$ cat src/sv/stip_pkg.sv
`default_nettype none

package stip_pkg;

	// command codes on the cmd port
	localparam logic [1:0] CMD_CLEAR  = 2'd0;
	localparam logic [1:0] CMD_APPEND = 2'd1;
	localparam logic [1:0] CMD_QUERY  = 2'd2;

	typedef enum logic [2:0] {
		ST_IDLE,
		ST_CLEAR,
		ST_APPEND,
		ST_NOP,
		ST_Q_FIRST,
		ST_Q_LAST,
		ST_Q_PROBE
	} state_t;

	// datapath operations
	typedef enum logic [2:0] {
		OP_NONE,
		OP_TAKE,
		OP_CLEAR,
		OP_APPEND,
		OP_CHECK_FIRST,
		OP_CHECK_LAST,
		OP_PROBE
	} dp_op_t;

	// source of the reported position
	typedef enum logic [2:0] {
		RES_ZERO,
		RES_COUNT,
		RES_APPEND,
		RES_LEFT,
		RES_MID
	} res_src_t;

	typedef struct packed {
		dp_op_t   op;
		res_src_t res;
		logic     emit;
	} dp_cmd_t;

	typedef struct packed {
		logic cnt_zero;
		logic full;
		logic key_lt;
		logic key_gt;
		logic key_eq;
		logic next_cont;
	} dp_stat_t;

endpackage

`default_nettype wire

$ cat src/sv/stip_ctrl.sv
`default_nettype none

module stip_ctrl (
	input  wire logic               clk,
	input  wire logic               arst_n,
	input  wire logic               start,
	input  wire logic [1:0]         cmd,
	input  wire stip_pkg::dp_stat_t stat,
	output stip_pkg::dp_cmd_t       ctl,
	output logic                    busy
);

	import stip_pkg::*;

	state_t state_q;
	state_t state_d;

	always_ff @(posedge clk or negedge arst_n) begin
		if (!arst_n) begin
			state_q <= ST_IDLE;
		end else begin
			state_q <= state_d;
		end
	end

	always_comb begin
		state_d  = state_q;
		ctl.op   = OP_NONE;
		ctl.res  = RES_ZERO;
		ctl.emit = 1'b0;
		unique case (state_q)
			ST_IDLE: begin
				if (start) begin
					ctl.op = OP_TAKE;
					unique case (cmd)
						CMD_CLEAR:  state_d = ST_CLEAR;
						CMD_APPEND: state_d = ST_APPEND;
						CMD_QUERY:  state_d = ST_Q_FIRST;
						default:    state_d = ST_NOP;
					endcase
				end
			end
			ST_CLEAR: begin
				ctl.op   = OP_CLEAR;
				ctl.res  = RES_ZERO;
				ctl.emit = 1'b1;
				state_d  = ST_IDLE;
			end
			ST_APPEND: begin
				ctl.op   = OP_APPEND;
				ctl.res  = RES_APPEND;
				ctl.emit = 1'b1;
				state_d  = ST_IDLE;
			end
			ST_NOP: begin
				ctl.res  = RES_COUNT;
				ctl.emit = 1'b1;
				state_d  = ST_IDLE;
			end
			ST_Q_FIRST: begin
				ctl.op = OP_CHECK_FIRST;
				if (stat.cnt_zero || stat.key_lt) begin
					ctl.res  = RES_ZERO;
					ctl.emit = 1'b1;
					state_d  = ST_IDLE;
				end else begin
					state_d = ST_Q_LAST;
				end
			end
			ST_Q_LAST: begin
				ctl.op = OP_CHECK_LAST;
				priority if (stat.key_gt) begin
					ctl.res  = RES_COUNT;
					ctl.emit = 1'b1;
					state_d  = ST_IDLE;
				end else if (stat.next_cont) begin
					state_d = ST_Q_PROBE;
				end else begin
					ctl.res  = RES_LEFT;
					ctl.emit = 1'b1;
					state_d  = ST_IDLE;
				end
			end
			ST_Q_PROBE: begin
				ctl.op = OP_PROBE;
				priority if (stat.key_eq) begin
					ctl.res  = RES_MID;
					ctl.emit = 1'b1;
					state_d  = ST_IDLE;
				end else if (stat.next_cont) begin
					state_d = ST_Q_PROBE;
				end else begin
					ctl.res  = RES_LEFT;
					ctl.emit = 1'b1;
					state_d  = ST_IDLE;
				end
			end
			default: begin
				state_d = ST_IDLE;
			end
		endcase
	end

	assign busy = (state_q != ST_IDLE);

endmodule

`default_nettype wire

$ cat config.mk
export PLATFORM = sky130hd
export DESIGN_NAME = stip_ctrl
export DESIGN_NICKNAME = d
export VERILOG_FILES = /design/src/sv/stip_pkg.sv /design/src/sv/stip_ctrl.sv
export SDC_FILE = /design/constraint.sdc
export NUM_CORES = 1
export LEC_CHECK = 0
export BUFFER_PORTS_ARGS = -buffer_cell sky130_fd_sc_hd__clkbuf_2
export CORE_AREA = 2 2 39 41
export DETAILED_ROUTE_END_ITERATION = 10
export DIE_AREA = 0 0 41 43
export SLEW_MARGIN = 30
export SYNTH_ARGS = -nofsm -noshare
export SYNTH_HDL_FRONTEND = slang
export SYNTH_SLANG_ARGS = --single-unit
export TNS_END_PERCENT = 50
$ cat constraint.sdc
create_clock -name clk -period 1.2 [get_ports clk]
set_input_delay 0.36 -clock clk [delete_from_list [all_inputs] [get_ports clk]]
set_output_delay 0.36 -clock clk [all_outputs]
set_load 0.03 [all_outputs]
After elaboration in Yosys (flattened, before gate mapping)
Index checks and enable logic that the tools add are counted.
Widths: inputs -> output; s select.
- $add $sub $neg: 0
- multipliers: 0
- div/mod/pow operators: 0
- $lt $le $gt $ge: 0
- eq/ne operators: 9
- shift-type cells: 0
- multiplexer cells: 14
- bitwise logic cells: 0
- reduce and logical (&&, ||, !) cells: 4
- operators by type and width (cell ; number):
    $pmux 4 s6 ; 1
    $mux 3 ; 7
    $pmux 3 s6 ; 1
    $pmux 3 s4 ; 1
    $eq 3x3->1 const B ; 3
    $pmux 3 s3 ; 1
    $eq 3x2->1 const B ; 2
    $mux 4 ; 1
    $eq 3x1->1 const B ; 1
    $logic_not 3->1 ; 1
    $reduce_bool 3->1 ; 1
    $eq 2x1->1 const B ; 1
    $eq 2x2->1 const B ; 1
    $logic_not 2->1 ; 1
    $mux 1 ; 2
    $ne 2x2->1 const B ; 1
    $logic_or 1x1->1 ; 1
- bits in registers: 3
- bits in latches: 0
- bits in writable memories: 0
- memory bits (read-only): 0
- input bits: 11
- memories kept: 0

Logic depth before layout (Yosys ltp)
- depth after elaboration: 4
- depth in mapped cells: 5
- gate-level depth less buffers: 5

Worst setup path after synthesis
OpenSTA, ideal clock, no wires.
- path kind: reg2out
- start: register state_q[1]
- end: output ctl[2] (netlist name)
- arrival time: 1.677 ns
- data required time: 0.840 ns
- path slack: -0.837 ns
- stages on the path, launching flop included: 3
- cells stage by stage: dfrtp_1 buf_4 o41ai_1
- RTL lines (item ; line ; RTL):
    start, declared ; stip_ctrl.sv:15 ; state_t state_q;
    start signal, assigned ; stip_ctrl.sv:22 ; state_q <= state_d;
    end, declared ; stip_ctrl.sv:9 ; output stip_pkg::dp_cmd_t ctl,

Worst setup path after layout
- start: register state_q[0]
- end: output busy
- cells in the longest elaborated chain, start to end: 1
- RTL lines (item ; line ; RTL):
    $reduce_bool 3->1 ; stip_ctrl.sv:104 ; assign busy = (state_q != ST_IDLE);
    end, declared ; stip_ctrl.sv:10 ; output logic busy
Every way passes these cells.

==> flow_summary.yaml <==
outcome:
  status: "finished, violations left"
  violations: "setup timing"
clocking:
  cts.reportedPaths.clkPinSlew_ns: 0.04
  tritoncts: "yes"
  cts.sink_count: 3
  insertion_delay_ns: 0.24
  cts_made_buffers: 3
  cts_htree_levels: 1
  cts_buffer_depth: 2
  cts_root_buf: "clkbuf_4"
global_routing:
  grt_first_pass_wirelength_um: 1814
  grt_use_met3_pct: 1.571
  grt_use_total_pct: 15.90
  antenna_found_initial: 0
  use_met2_pct: 25.62
  grt_pass1_vias: 456
  met1_usage_pct: 16.83
  grt_max_degree: 7
  top_usage_layer: "met2"
  grt.overflow.total: 0
routing:
  dr.pass1.iters: 4
  route.detailed.drc: 0
  wire_per_inst_um: 11.44
  vias: 535
  drt_wl_total_um: 1235
  drt-initial-drc-count: 5
  ant_nets: 0
  via_per_inst: 4.954
synthesis:
  synth_fp_nets: 67
  syn-mean-instance-area_um2: 7.318
  synth_compound_area_share_pct: 30.97
  synthMuxAreaShare_pct: 0
  synth_cells: 53
  synth_top_area_cell: "dfrtp_1"
  synth_fa_ha_area_share_pct: 9.677
  yosys-top-cells-area: "dfrtp_1, o21ai_0, ha_1"
  synth_area_um2: 387.9
  synth_top_cell_area_share_pct: 19.35
  synth-simple-area-share_pct: 30.00
  yosysWarnings: 0
  synthXorXnorAreaFrac_pct: 0
  synth_cell_types: 22
  ys_seq_area_share_pct: 19.35
  ys_ff_latch: 3
  synth_top_family_by_area: "compound AO/OA/AOI/OAI gates"
sta:
  hold_viol_final: 0
  fin_crit_ns: 1.697
  final-max-slew-violation-count: 0
  tightest_slew_ns: 0.2646
  setup_tns_ns: -3.788
  rsz0062_at_grt: "true"
  setup_viol: 11
  max_freq_mhz: 589.2
  period_share_pct: 141.4
  fin_ws_ns: -0.4972
  relSlewSlack_pct: 82.17
  clock_skew_ns: 0.002283
setup_path:
  startpoint_type: "register"
  crit_end: "busy"
  required_ns: 0.84
  crit_path_start: "state_q[0]"
  endpoint_kind: "output port"
  path_class: "reg -> out"
  timing.rr.end: "state_q[2]"
  rr_startpoint: "state_q[0]"
  cp_data_arrival_time_ns: 1.34
  regToRegSetupSlack_ns: -0.15
  r2r_cells: 6
  cp_max_fo: 6
power_and_ir_drop:
  power_density_nw_per_um2: 955.7
  p_leak_nw: 0.4114
  ir_drop_mv: 0.5395
cells_and_area:
  layout_commonest_cell: "buf_4"
  antennaDiodeCount: 0
  top_regs: "state_q (3)"
  nets: 107
  final_layout_size_suffix_gt1_share_pct: 64.13
  final_cell_mix: "buf_4, clkbuf_2, buf_6"
  largest_reg_flops: 3
  regMostFlops: "state_q"
  area_growth_pct: 107.7
floorplan:
  die_h_um: 43
  die_w_um: 41
  ioPinCount: 19
  num_rows: 14
  dieArea_um2: 1763
  core_um2: 1384
  start_util_pct: 28.03
place:
  hpwl_um: 802.5
  io_buffers: 17
  gp_congestion: 0.7479
  place_ws_ns: -0.3418
hold_path:
  min_path_type: "in -> async"
job:
  drv_cap: 0
-- layer usage --
metal  part of all wire, %  vias to the layer above
met5                     0                        -
met4                   3.3                        0
met3                   4.9                        5
met2                    50                       21
met1                    42                      242
li1                      -                      267
-- final cells by class --
class | instances | area [um^2]
Fill cell | 129 | 578.1
Sequential cell | 3 | 78.83
Inverter | 4 | 15.01
Tap cell | 16 | 20.02
Multi-Input combinational cell | 43 | 336.6
Clock buffer | 4 | 26.28
Timing Repair Buffer | 38 | 329.1
-- cells in the mapped netlist --
cell,n
a21o_1,1
a21oi_1,6
and3_1,2
buf_2,1
buf_4,1
buf_6,1
dfrtp_1,3
ha_1,3
inv_1,4
nand2_1,3
nand2b_1,3
nand3_1,2
nor2_1,4
nor2b_1,2
nor3_1,2
nor3b_1,2
o211a_1,1
o211ai_2,1
o21ai_0,8
o21bai_2,1
o41ai_1,1
or3_4,1
-- repair_timing --
action,in CTS,in global routing
gates resized for setup,26,16
pin swaps,0,5
endpoints found under the hold margin,3,0
setup endpoints to repair,11,11
hold buffers,1,0
setup buffers,4,0
-- worst max-delay path, stage by stage, from the launching register on --
cell	delay [ns]
dfrtp_2	0.45
buf_6	0.14
or3_4	0.37
buf_8	0.14
-- worst min-delay path by stage --
| stage | from | end | slack (ns) | depth (start not counted) |
|---|---|---|---|---|
| 3_5_place_dp | arst_n | state_q[2] | 0.16 | 1 |
| 3_3_place_gp | arst_n | state_q[2] | 0.16 | 1 |
| 6_report | arst_n | state_q[1] | 0.44 | 2 |
| 4_1_cts | arst_n | state_q[1] | 0.44 | 2 |
| 2_1_floorplan | arst_n | state_q[0] | 0.06 | 0 |
| 5_1_grt | arst_n | state_q[1] | 0.44 | 2 |
-- power breakdown --
group / switching [W] / internal, W
Clock: 0.0000538 / 0.000125
Sequential: 0.0000249 / 0.000114
Combinational: 0.000215 / 0.000238
-- through the flow --
step | utilization [%] | area [um^2] | total power (W) | instances | hold WS [ns]
after floorplan | - | 425.4 | 0.0003449 | 53 | 0.06441
after global placement | 44.85 | 620.6 | 0.0004685 | 99 | 0.1559
after detailed placement | 44.85 | 620.6 | 0.0004719 | 99 | 0.1582
after CTS | 54.97 | 760.7 | 0.0007421 | 108 | 0.4401
after global routing | 58.23 | 805.8 | 0.0008204 | 108 | 0.4434
final | 58.23 | 805.8 | 0.0007701 | 108 | 0.4441
-- kinds of logic (layout without fill, tap and decap cells) --
logic type | Yosys count | in the layout
AO/OA/AOI/OAI | 19 | 19
adder cells (fa/ha/maj) | 3 | 3
buffers and inverters | 7 | 46
flip-flops | 3 | 3
AND/OR/NAND/NOR | 21 | 21
(Power assumes the default switching activity.)
